$ cat config.mk
export PLATFORM = sky130hd
export DESIGN_NAME = ihc_front
export DESIGN_NICKNAME = d
export VERILOG_FILES = /design/src/sv/ihc_pkg.sv /design/src/sv/ihc_front.sv
export SDC_FILE = /design/constraint.sdc
export NUM_CORES = 1
export LEC_CHECK = 0
export BUFFER_PORTS_ARGS = -buffer_cell sky130_fd_sc_hd__clkbuf_2
export CORE_MARGIN = 8
export CORE_UTILIZATION = 50
export CTS_CLUSTER_DIAMETER = 100
export DETAILED_ROUTE_END_ITERATION = 10
export PLACE_DENSITY = 0.76
export SLEW_MARGIN = 20
export SYNTH_ARGS = -nofsm -noshare
export SYNTH_HDL_FRONTEND = slang
export SYNTH_SLANG_ARGS = --single-unit
$ cat constraint.sdc
create_clock -name i_clk -period 6.78 [get_ports i_clk]
set_input_delay 1.356 -clock i_clk [delete_from_list [all_inputs] [get_ports i_clk]]
set_output_delay 1.356 -clock i_clk [all_outputs]
set_load 0.02 [all_outputs]
$ cat src/sv/ihc_pkg.sv
// ----------------------------------------------------------------------------
// ihc_pkg
// Shared types and constants for the IPv4 receive header checker.
// ----------------------------------------------------------------------------
package ihc_pkg;

    localparam int ADDR_BYTES = 4;
    localparam int SRC_START  = 12;
    localparam int DST_START  = SRC_START + ADDR_BYTES;
    localparam int HDR_END    = DST_START + ADDR_BYTES;

    localparam int POS_W  = 5;
    localparam int ADDR_W = 8 * ADDR_BYTES;
    localparam int AIDX_W = $clog2(ADDR_BYTES);

    localparam logic [7:0]  VERSION_MASK = 8'hF0;
    localparam logic [7:0]  VERSION_IPV4 = 8'h40;
    localparam logic [7:0]  IHL_MASK     = 8'h0F;
    localparam logic [7:0]  IHL_MIN      = 8'h05;
    localparam logic [12:0] FRAG_MASK    = 13'h1FFF;
    localparam logic [15:0] CSUM_GOOD    = 16'hFFFF;
    localparam logic [15:0] HDR_LEN      = 16'(HDR_END);

    localparam logic [7:0] PROTO_ICMP = 8'd1;
    localparam logic [7:0] PROTO_TCP  = 8'd6;
    localparam logic [7:0] PROTO_UDP  = 8'd17;

    typedef enum logic [3:0] {
        VERDICT_ICMP      = 4'd0,
        VERDICT_UDP       = 4'd1,
        VERDICT_TCP       = 4'd2,
        VERDICT_UNKNOWN   = 4'd3,
        VERDICT_BAD_VER   = 4'd4,
        VERDICT_OPTIONS   = 4'd5,
        VERDICT_FRAGMENT  = 4'd6,
        VERDICT_BAD_CSUM  = 4'd7,
        VERDICT_NOT_OURS  = 4'd8
    } t_verdict;

    // Collected header summary, handed from the front to the back.
    typedef struct packed {
        logic [7:0]        vl_byte;
        logic [12:0]       frag_off;
        logic [15:0]       csum;
        logic              addr_match;
        logic [7:0]        protocol;
        logic [15:0]       total_len;
        logic [ADDR_W-1:0] src_addr;
    } t_hdr_rec;

    typedef struct packed {
        logic full;
        logic empty;
    } t_q_status;

endpackage

$ cat src/sv/ihc_front.sv
// ----------------------------------------------------------------------------
// ihc_front
// Byte collector: tracks position, gathers header fields, runs the checksum
// and destination compare, and emits one summary per complete header.
// ----------------------------------------------------------------------------
module ihc_front
    import ihc_pkg::*;
(
    input  logic              i_clk,
    input  logic              i_rst_n,
    input  logic              i_cfg_wr_en,
    input  logic [ADDR_W-1:0] i_cfg_wr_data,
    input  logic              i_accept,
    input  logic [7:0]        i_byte,
    input  logic              i_first,
    output logic              o_push,
    output t_hdr_rec          o_rec
);

    logic [ADDR_W-1:0] r_local_addr;
    logic [POS_W-1:0]  r_pos;
    logic              r_active;
    logic [7:0]        r_hold;
    logic [15:0]       r_sum;
    logic              r_match;
    t_hdr_rec          r_rec;

    logic [POS_W-1:0]  pos_eff;
    logic              active_eff;
    logic [15:0]       sum_eff;
    logic              match_eff;
    logic [16:0]       sum_wide;
    logic [AIDX_W-1:0] dst_idx;
    logic [7:0]        dst_byte;
    logic              last_byte;

    logic [POS_W-1:0]  n_pos;
    logic              n_active;
    logic [7:0]        n_hold;
    logic [15:0]       n_sum;
    logic              n_match;
    t_hdr_rec          n_rec;

    // A first byte restarts the header regardless of where we are.
    assign active_eff = i_first | r_active;
    assign pos_eff    = i_first ? '0 : r_pos;
    assign sum_eff    = i_first ? '0 : r_sum;
    assign match_eff  = i_first ? 1'b1 : r_match;

    assign sum_wide  = {1'b0, sum_eff} + {1'b0, r_hold, i_byte};
    assign dst_idx   = AIDX_W'(ADDR_BYTES - 1) - AIDX_W'(pos_eff - POS_W'(DST_START));
    assign dst_byte  = r_local_addr[8*dst_idx +: 8];
    assign last_byte = (pos_eff == POS_W'(HDR_END - 1));

    always_comb begin
        n_pos    = r_pos;
        n_active = r_active;
        n_hold   = r_hold;
        n_sum    = r_sum;
        n_match  = r_match;
        n_rec    = r_rec;
        if (i_accept && active_eff) begin
            n_sum   = sum_eff;
            n_match = match_eff;
            // Even bytes are word high halves; fold the word in on odd bytes.
            if (!pos_eff[0]) begin
                n_hold = i_byte;
            end else begin
                n_sum = sum_wide[15:0] + 16'(sum_wide[16]);
            end
            if (pos_eff == POS_W'(0)) begin
                n_rec.vl_byte = i_byte;
            end else if (pos_eff == POS_W'(2)) begin
                n_rec.total_len[15:8] = i_byte;
            end else if (pos_eff == POS_W'(3)) begin
                n_rec.total_len[7:0] = i_byte;
            end else if (pos_eff == POS_W'(6)) begin
                n_rec.frag_off[12:8] = i_byte[4:0];
            end else if (pos_eff == POS_W'(7)) begin
                n_rec.frag_off[7:0] = i_byte;
            end else if (pos_eff == POS_W'(9)) begin
                n_rec.protocol = i_byte;
            end else if (pos_eff >= POS_W'(SRC_START) && pos_eff < POS_W'(DST_START)) begin
                n_rec.src_addr = {n_rec.src_addr[ADDR_W-9:0], i_byte};
            end else if (pos_eff >= POS_W'(DST_START) && pos_eff < POS_W'(HDR_END)) begin
                if (dst_byte != i_byte) begin
                    n_match = 1'b0;
                end
            end
            n_pos    = pos_eff + POS_W'(1);
            n_active = !last_byte;
            n_rec.csum       = n_sum;
            n_rec.addr_match = n_match;
        end
    end

    assign o_push = i_accept && active_eff && last_byte;
    assign o_rec  = n_rec;

    always_ff @(posedge i_clk) begin
        if (!i_rst_n) begin
            r_local_addr <= '0;
            r_pos        <= '0;
            r_active     <= 1'b0;
            r_hold       <= '0;
            r_sum        <= '0;
            r_match      <= 1'b1;
        end else begin
            if (i_cfg_wr_en) begin
                r_local_addr <= i_cfg_wr_data;
            end
            r_pos    <= n_pos;
            r_active <= n_active;
            r_hold   <= n_hold;
            r_sum    <= n_sum;
            r_match  <= n_match;
        end
    end

    always_ff @(posedge i_clk) begin
        r_rec <= n_rec;
    end

endmodule

==> flow_summary_export.csv, run 1 <==
group,metric,value,unit
clocking,cts_buffer_depth,2,
placed_design,post-dp-hpwl,13.2,mm
grt,grt.met1_usage,24.0,%
route,drt-total-wl,18.4,mm
power_and_ir_drop,vdd_drop_max,174,uV
route,final_antenna_net_count,0,
finish,nets,932,
timing,slew_viol_final,0,
finish,final_cell_mix,"dfxtp_1, clkbuf_2, mux2_2, nand2_1, nor2b_1",
finish,finalCoreUtilization,61.5,%
clocking,htreeDepth,4,
worst_setup_path,worst_setup_path_start_kind,"input port",
timing,hold_viol_final,0,
timing,tns,0,ns
die,fp.dieArea,18700,sq um
die,start_util,50.7,%
route,vias_per_cell,5.38,
timing,finalClockSkew,0.00802,ns
placed_design,place_congestion,0.914,
power_and_ir_drop,comb_power_share,10.9,%
placed_design,dp_cells,1027,
worst_setup_path,reg2reg_depth,17,
grt,met2_usage,33.4,%
clocking,path_clk_slew,0.07,ns
finish,regArea,3140,sq um
power_and_ir_drop,power_leakage,3.97,nW
min_path,hold-path-cell-count,2,
finish,antenna_cells,0,
job,drv_cap,0,
finish,multi_input_area,3960,sq um
route,dr_total_vias,5703,
clocking,cts_sinks,157,
status,status,"finished, final reports clean",
die,die_w,137,microns
clocking,hold_buffers,0,
power_and_ir_drop,internal_power,0.00158,W
power_and_ir_drop,switching_power,0.000594,W
synth,syn_area_per_cell,10.0,sq um
synth,synth-edff-count,0,
finish,synthToLayoutAreaGrowth,21.3,%
synth,synthesis.nets,794,
synth,syn_inst,726,
grt,grt_pass1_vias,5642,
die,die_h,137,microns
clocking,cts_root_buffer,"clkbuf_16",
synth,seq_area_frac_synth,43.2,%
worst_setup_path,crit_path_end_kind,"primary output",
finish,layout_commonest_cell,"dfxtp_1",
synth,ys_seq_elements,157,
power_and_ir_drop,swShare,27.3,%
grt,grt_max_degree,69,
grt,gr-max-usage-layer,"met2",
clocking,clk_latency,0.42,ns
synth,synthArstFlopShare,0,%
route,drtIter0Drc,301,
grt,track_usage,19.8,%
worst_setup_path,worstPathArrival,5.23,ns
synth,ys.flop_type,"dfxtp_1",
worst_setup_path,critPathMaxFanout,11,
synth,synth_area,7280,sq um
clocking,numCtsBuffers,17,
clocking,cts_tree,"yes",
power_and_ir_drop,p_clk_share,44.2,%
timing,slew_headroom,29.7,%
min_path,hp-class,"flop to flop",
route,post-route-drc-count,0,
die,coreArea,14400,sq um
grt,grt_pass1_wl,29.2,mm
timing,setup-violations-final,0,
timing,period_minus_slack,6.59,ns
finish,fillers,1205,
worst_setup_path,worst-setup-path-type,"input port to primary output",
grt,grt_util_met3,5.62,%
timing,finalHoldWorstSlack,0.447,ns
finish,fin_cells,1061,
finish,drive_gt1_share,33.4,%
die,io_pins,140,
power_and_ir_drop,power_density,246,nW/um^2
power_and_ir_drop,seq_power_share,44.9,%
die,row_count,44,
timing,tightest_slew,1.05,ns
route,routedWlPerCell,17.4,microns
synth,ys_types,71,
worst_setup_path,crit_required,5.42,ns
route,first_pass_iters,5,
timing,period_share,97.2,%
timing,fmax,152,MHz
placed_design,portBuffers,139,
grt,antenna_found_initial,0,
grt,globalRoute.totalOverflow,0,
synth,yosysWarnings,0,
==> kinds of logic (layout without fill, tap and decap cells) <==
logic type,after synthesis,after routing,share of synthesized area (%)
adder cells (fa/ha/maj),23,23,4.05
multiplexers,116,116,17.3
AND/OR/NAND/NOR,220,220,16.2
XOR/XNOR,31,31,3.93
flip-flops,157,157,43.2
buffers and inverters,49,200,2.63
AO/OA/AOI/OAI,130,130,12.8
==> power groups by stage <==
stage | clock network (W) | registers [W] | logic, W
finish | 0.000961 | 0.000975 | 0.000237
global route | 0.00103 | 0.000978 | 0.000258
CTS | 0.000980 | 0.000974 | 0.000237
detailed placement | 0 | 0.000995 | 0.000236
global placement | 0 | 0.000994 | 0.000234
floorplan | 0 | 0.000989 | 0.000163
==> synth_stat cells (all sizes together) (3+ instances only) <==
| master | instances | area [sq um] |
|---|---|---|
| dfxtp | 157 | 3140 |
| mux2 | 77 | 867 |
| nand2 | 69 | 259 |
| nor2b | 59 | 369 |
| mux2i | 39 | 390 |
| clkbuf | 31 | 116 |
| nor2 | 30 | 113 |
| o21ai | 25 | 125 |
| ha | 22 | 275 |
| a21oi | 17 | 85.1 |
| xor2 | 17 | 156 |
| a21boi | 15 | 113 |
| xnor2 | 14 | 130 |
| a211oi | 12 | 100 |
| and2 | 11 | 71.3 |
| buf | 11 | 48.8 |
| a31oi | 10 | 62.6 |
| o211ai | 10 | 80.1 |
| and3 | 8 | 51.3 |
| inv | 7 | 26.3 |
| nand3 | 7 | 35.0 |
| a21o | 6 | 45.0 |
| nand2b | 5 | 31.3 |
| nand3b | 5 | 37.5 |
| nand4 | 5 | 31.3 |
| nor3 | 5 | 30.0 |
| o21a | 5 | 37.5 |
| a22oi | 4 | 30.0 |
| nand4b | 3 | 26.3 |
| o31ai | 3 | 22.5 |
==> final cells by class <==
cell class                 instances  area share, %
timing repair buffer             161           9.82
inverter                           7          0.297
multi-input combinational        520           44.9
tap                              184           2.61
sequential                       157           35.6
clock buffer                      17           4.82
clock inverter                    15           2.01
==> state kept, by name, indices dropped and copies added, names as in the netlist <==
name	cells
r_match	1
r_local_addr	32
r_sum	16
r_active	1
r_rec	94
r_hold	8
r_pos	5
==> worst max-delay path: stages <==
cell and delay (ns):
clkbuf_4 0.19, nor2b_1 0.14, ha_2 0.21, fa_2 0.23
a211oi_2 0.08, o211a_1 0.25, o21ai_2 0.16, a311o_1 0.23
a21o_1 0.13, a21o_1 0.13, ha_1 0.19, nand3_1 0.16
or4b_4 0.57, nor4_4 0.42, a311oi_1 0.15, a41oi_1 0.24
a32o_1 0.22, clkbuf_2 0.18
==> metrics by stage <==
stage | total power (W) | setup WS (ns) | instance area [sq um]
final | 0.00217 | 0.189 | 8830
after detailed placement | 0.00123 | 0.118 | 8200
after global routing | 0.00226 | -0.0109 | 8830
after global placement | 0.00123 | 0.225 | 8200
after floorplan | 0.00115 | 0.0661 | 7280
after CTS | 0.00219 | 0.0925 | 8800
==> metal layers <==
metal,routed length [microns],vias up
met5,0,-
met4,230,0
met3,1200,18
met2,8750,130
met1,8240,2712
li1,-,2843
==> worst paths after layout <==
check	from	end	slack [ns]
setup / recovery	i_first	o_rec[70]	0.19
hold / removal	r_rec[62]	r_rec[62]	0.45
setup reg to reg	r_sum[0]	r_sum[11]	2.77
hold reg to reg	r_rec[62]	r_rec[62]	0.45
==> timing repair <==
| action | 4_1_cts | 5_1_grt |
|---|---|---|
| gates resized for setup | 0 | 7 |
| setup endpoints to repair | 0 | 7 |
| setup buffers | 0 | 2 |
(Power assumes the default switching activity.)
==> run 2, diff against run 1 <==
--- a/config.mk
+++ b/config.mk
@@ -11,6 +11,7 @@
 export CTS_CLUSTER_DIAMETER = 100
 export DETAILED_ROUTE_END_ITERATION = 10
 export PLACE_DENSITY = 0.76
+export REMOVE_ABC_BUFFERS = 1
 export SLEW_MARGIN = 20
 export SYNTH_ARGS = -nofsm -noshare
 export SYNTH_HDL_FRONTEND = slang
==> run 2 against run 1 <==
Net effect: register-to-register slack lost 0.08 ns; first-iteration DRC count up 21%; non-clock buffer count fell by 2; critical path type unchanged; critical endpoint is now o_rec[71]; cell area decreased by 0.38%; via count fell by 0.42%; sequential cell count unchanged; setup slack better by 0.051 ns; maximum frequency grew 0.78%; clock skew grew 0.0015 ns; total power is 0.20% lower; sequential share of layout area grew 0.14 points.
==> flow_summary_export.csv, run 2 (synthesized netlist as in run 1, its figures left out) <==
group,metric,value,unit
finish,layout_commonest_cell,"dfxtp_1",
worst_setup_path,reg2reg_depth,18,
finish,drive_gt1_share,32.9,%
grt,antenna_found_initial,0,
route,route.met2.wl,8.56,mm
finish,regMostFlops,"r_rec",
timing,rsz0062_at_grt,"false",
worst_setup_path,slowest_delay,0.40,ns
route,routedWlPerCell,17.7,microns
min_path,hold_start,"r_rec[66]",
min_path,holdPathEnd,"r_rec[66]",
route,drtIter0Drc,363,
worst_setup_path,cpMaxStageDelayCell,"a311o_1",
timing,tns,0,ns
route,first_pass_iters,4,
worst_setup_path,critical_path_buf_inv_count,2,
clocking,cts_buffer_depth,2,
grt,track_usage,20.3,%
timing,slew_headroom,30.0,%
status,status,"finished, final reports clean",
timing,tightest_slew,1.05,ns
die,row_count,44,
grt,grt_max_degree,69,
route,final_antenna_net_count,0,
finish,finalCoreUtilization,61.2,%
worst_setup_path,worst_setup_path_start_kind,"input port",
min_path,hold-path-cell-count,2,
route,dr.max_layer_used,"met4",
grt,grt_pass1_vias,5620,
clocking,numCtsBuffers,17,
die,io_pins,140,
power_and_ir_drop,vdd_drop_max,183,uV
grt,grt_pass1_wl,29.5,mm
timing,fmax,153,MHz
route,post-route-drc-count,0,
timing,slew_viol_final,0,
worst_setup_path,worst-setup-path-type,"input port to primary output",
worst_setup_path,rrSetupSlack,2.69,ns
worst_setup_path,cp_top_family,"compound AO/OA/AOI/OAI gates",
timing,period_share,96.5,%
min_path,hp-class,"flop to flop",
route,drt-total-wl,18.7,mm
worst_setup_path,timing.rr.end,"r_sum[12]",
finish,synthToLayoutAreaGrowth,20.8,%
worst_setup_path,cpMostUsedCell,"ha_1",
clocking,hold_buffers,0,
die,start_util,50.7,%
route,wl_met1,8.83,mm
finish,nets,930,
clocking,cts_tree,"yes",
timing,setup-violations-final,0,
clocking,htreeDepth,4,
timing,finalClockSkew,0.00954,ns
finish,reg_top3,"r_rec (94), r_local_addr (32), r_sum (16)",
job,drv_cap,0,
clocking,clk_latency,0.43,ns
clocking,cts_sinks,157,
die,coreArea,14400,sq um
route,vias_per_cell,5.36,
finish,final_cell_mix,"dfxtp_1, clkbuf_2, mux2_2, nand2_1, nor2b_1",
finish,largest_register_ffs,94,
die,die_h,137,microns
die,fp.dieArea,18700,sq um
timing,hold_viol_final,0,
clocking,cts_root_buffer,"clkbuf_16",
clocking,path_clk_slew,0.07,ns
route,dr_total_vias,5679,
die,die_w,137,microns
finish,antenna_cells,0,
worst_setup_path,crit_required,5.42,ns
placed_design,post-dp-hpwl,13.4,mm
worst_setup_path,worstPathArrival,5.18,ns
worst_setup_path,regToRegStartpoint,"r_sum[0]",
power_and_ir_drop,power_density,246,nW/um^2
worst_setup_path,crit_chain,"clkbuf_2, nor2b_1, ha_1, fa_2, a211oi_4, o211a_1, o21ai_1, a311o_1, a21o_1, a21o_1, ha_1, ha_1, nand2_1, nor2_1, nand4_1, nor3_2, and4_1, mux2i_1, o21ai_0, clkbuf_2",
power_and_ir_drop,power_leakage,3.96,nW
worst_setup_path,critPathMaxFanout,7,
placed_design,place_congestion,0.969,
timing,finalHoldWorstSlack,0.451,ns
grt,globalRoute.totalOverflow,0,
route,route.met3.wl,1.10,mm
worst_setup_path,crit_path_end_kind,"primary output",
placed_design,portBuffers,139,
timing,period_minus_slack,6.54,ns
run 2: repair_timing:
action,4_1_cts,5_1_grt
setup endpoints to repair,0,4
gates resized for setup,0,3
buffers inserted,0,1
run 2: layout make-up:
cell class	count	area (sq um)
Tap cell	184	230
Sequential cell	157	3140
Multi-Input combinational cell	520	3970
Clock inverter	14	160
Timing Repair Buffer	159	846
Inverter	7	26.3
Clock buffer	18	429
Fill cell	1208	5570
run 2: power breakdown:
part	leakage, nW	switching [W]	internal [W]
logic	2.39	0.000143	0.0000934
registers	1.28	0.0000176	0.000959
clock network	0.285	0.000407	0.000550
run 2: stage by stage:
stage                     cells  instance area (sq um)  total power [W]  worst slack, ns
after floorplan             684                   7120          0.00113            0.520
after global placement     1026                   8190          0.00123            0.301
after detailed placement   1026                   8190          0.00123            0.216
after CTS                  1058                   8780          0.00218            0.176
after global routing       1059                   8800          0.00225           0.0280
final                      1059                   8800          0.00217            0.240
run 2: layer usage:
| layer | GRT usage, % | vias up |
|---|---|---|
| li1 | - | 2840 |
| met1 | 26.3 | 2676 |
| met2 | 32.6 | 146 |
| met3 | 4.81 | 17 |
| met4 | 6.35 | 0 |
| met5 | 0 | - |
run 2: worst max path at each step:
stage,end,depth (start not counted),start,slack [ns]
floorplan,o_rec[69],18,i_first,0.52
global placement,o_rec[69],20,i_first,0.30
detailed placement,o_rec[69],20,i_first,0.22
CTS,o_rec[69],20,i_first,0.18
global route,o_rec[69],20,i_first,0.03
finish,o_rec[71],20,i_first,0.24
run 2: worst min-delay path, stage by stage, from the launching register on:
cell     delay (ns)
dfxtp_1        0.30
nand2_1        0.05
nand2_1        0.06
==> run 3, diff against run 2 <==
--- a/config.mk
+++ b/config.mk
@@ -6,11 +6,13 @@
 export NUM_CORES = 1
 export LEC_CHECK = 0
 export BUFFER_PORTS_ARGS = -buffer_cell sky130_fd_sc_hd__clkbuf_2
+export CELL_PAD_IN_SITES_DETAIL_PLACEMENT = 0
+export CELL_PAD_IN_SITES_GLOBAL_PLACEMENT = 1
 export CORE_MARGIN = 8
-export CORE_UTILIZATION = 50
+export CORE_UTILIZATION = 39
 export CTS_CLUSTER_DIAMETER = 100
 export DETAILED_ROUTE_END_ITERATION = 10
-export PLACE_DENSITY = 0.76
+export PLACE_DENSITY_LB_ADDON = 0.1
 export REMOVE_ABC_BUFFERS = 1
 export SLEW_MARGIN = 20
 export SYNTH_ARGS = -nofsm -noshare
==> run 3 against run 2 <==
Net effect: combinational power grew 3%; register-to-register slack lost 0.05 ns; first-iteration DRC count shrank 32%; largest power group is now clock; highest routed layer unchanged.
==> flow_summary_export.csv, run 3 (synthesized netlist as in run 1, its figures left out) <==
group,metric,value,unit
clocking,path_clk_slew,0.06,ns
timing,slew_headroom,27.7,%
grt,track_usage,17.8,%
worst_setup_path,worst-setup-path-type,"input port to primary output",
finish,nets,930,
timing,setup-violations-final,0,
clocking,htreeDepth,4,
finish,fillers,1780,
route,drtIter0Drc,248,
power_and_ir_drop,power,0.00221,W
clocking,cts_tree,"yes",
finish,reg_top3,"r_rec (94), r_local_addr (32), r_sum (16)",
placed_design,post-dp-hpwl,15.3,mm
grt,grt_pass1_vias,5872,
finish,antenna_cells,0,
route,first_pass_iters,4,
grt,globalRoute.totalOverflow,0,
die,die_h,153,microns
placed_design,dpl_cell_area,8250,sq um
worst_setup_path,crit_required,5.42,ns
finish,drive_gt1_share,32.9,%
finish,finalCoreUtilization,48.0,%
status,status,"finished, final reports clean",
route,drt-total-wl,20.6,mm
min_path,hp-class,"flop to flop",
die,start_util,39.3,%
grt,antenna_found_initial,0,
timing,tns,0,ns
worst_setup_path,worstPathArrival,5.18,ns
die,coreArea,18500,sq um
min_path,hold-path-cell-count,2,
route,vias_per_cell,5.19,
worst_setup_path,rrSetupSlack,2.64,ns
finish,synthToLayoutAreaGrowth,21.9,%
finish,regMostFlops,"r_rec",
timing,fmax,153,MHz
worst_setup_path,timing.rr.end,"r_sum[12]",
worst_setup_path,reg2reg_depth,18,
route,dr_total_vias,5754,
timing,slew_viol_final,0,
die,row_count,50,
power_and_ir_drop,internal_power,0.00162,W
min_path,hold_start,"r_rec[62]",
route,post-route-drc-count,0,
die,fp.dieArea,23300,sq um
timing,tightest_slew,1.08,ns
route,routedWlPerCell,18.6,microns
worst_setup_path,regToRegStartpoint,"r_sum[0]",
timing,finalClockSkew,0.0117,ns
power_and_ir_drop,swShare,26.6,%
placed_design,portBuffers,139,
job,drv_cap,0,
finish,largest_register_ffs,94,
finish,fin_cells,1109,
worst_setup_path,worst_setup_path_start_kind,"input port",
finish,final_cell_mix,"dfxtp_1, clkbuf_2, mux2_2, nand2_1, nor2b_1",
grt,grt_pass1_wl,33.0,mm
power_and_ir_drop,seq_power_share,44.1,%
worst_setup_path,crit_path_end_kind,"primary output",
power_and_ir_drop,switching_power,0.000587,W
power_and_ir_drop,power_leakage,3.97,nW
route,final_antenna_net_count,0,
timing,rsz0062_at_grt,"false",
power_and_ir_drop,vdd_drop_max,168,uV
clocking,cts_buffer_depth,2,
power_and_ir_drop,power_density,248,nW/um^2
timing,period_minus_slack,6.54,ns
finish,finish.instance_area,8880,sq um
grt,grt_max_degree,69,
worst_setup_path,critPathMaxFanout,5,
min_path,holdPathEnd,"r_rec[62]",
clocking,numCtsBuffers,17,
finish,layout_commonest_cell,"dfxtp_1",
clocking,cts_root_buffer,"clkbuf_16",
clocking,clk_latency,0.42,ns
power_and_ir_drop,p_clk_share,44.9,%
clocking,cts_sinks,157,
timing,hold_viol_final,0,
timing,period_share,96.4,%
die,io_pins,140,
die,die_w,153,microns
placed_design,dp_cells,1076,
placed_design,place_congestion,0.946,
power_and_ir_drop,comb_power_share,11.0,%
## run 3: worst max path at each step
stage / end / slack, ns / start
after global routing: o_rec[70] / 0.004 / i_first
after floorplan: o_rec[69] / 0.52 / i_first
after global placement: o_rec[71] / 0.31 / i_first
final: o_rec[71] / 0.24 / i_first
after CTS: o_rec[69] / 0.11 / i_first
after detailed placement: o_rec[69] / 0.13 / i_first
## run 3: timing repair
action                     in CTS  in global routing
hold buffers                    0                  0
gates resized for setup         0                  3
setup endpoints to repair       0                  4
setup buffers                   0                  1
## run 3: layout make-up
cell class / instances / area [sq um] / area share, %
clock buffers: 18 / 439 / 4.95
inverters: 7 / 26.3 / 0.296
repair buffers: 159 / 846 / 9.52
well taps: 234 / 293 / 3.30
flip-flops and latches: 157 / 3140 / 35.4
multi-input cells: 520 / 3960 / 44.6
clock inverters: 14 / 171 / 1.93
## run 3: power groups by stage
stage | sequential (W) | clock (W) | combinational (W)
2_1_floorplan | 0.000992 | 0 | 0.000142
3_3_place_gp | 0.000992 | 0 | 0.000242
3_5_place_dp | 0.000993 | 0 | 0.000246
4_1_cts | 0.000972 | 0.00102 | 0.000247
5_1_grt | 0.000976 | 0.00106 | 0.000268
6_report | 0.000972 | 0.000990 | 0.000244
## run 3: per-stage QoR
stage                     setup WS (ns)  hold WS [ns]
final                             0.243         0.446
after global routing            0.00367         0.475
after CTS                         0.115         0.451
after detailed placement          0.128         0.437
after global placement            0.312         0.428
after floorplan                   0.520         0.440
## run 3: metal layers
| metal | up-vias | track usage (%) | wire length, microns |
|---|---|---|---|
| met1 | 2730 | 22.8 | 9630 |
| met5 | - | 0 | 0 |
| met4 | 0 | 6.64 | 438 |
| met2 | 156 | 28.2 | 9280 |
| li1 | 2842 | - | - |
| met3 | 26 | 4.76 | 1240 |
## run 3: worst max-delay path, cell delays in order
cell and delay, ns:
clkbuf_2 0.15, nor2b_1 0.07, ha_1 0.22, fa_2 0.40, a211oi_4 0.33, o211a_1 0.21
o21ai_1 0.10, a311o_1 0.39, a21o_1 0.18, a21o_1 0.17, ha_1 0.21, ha_1 0.22
nand2_1 0.09, nor2_1 0.04, nand4_1 0.14, nor3_2 0.09, and4_1 0.24, mux2i_1 0.12
o21ai_0 0.23, clkbuf_2 0.21
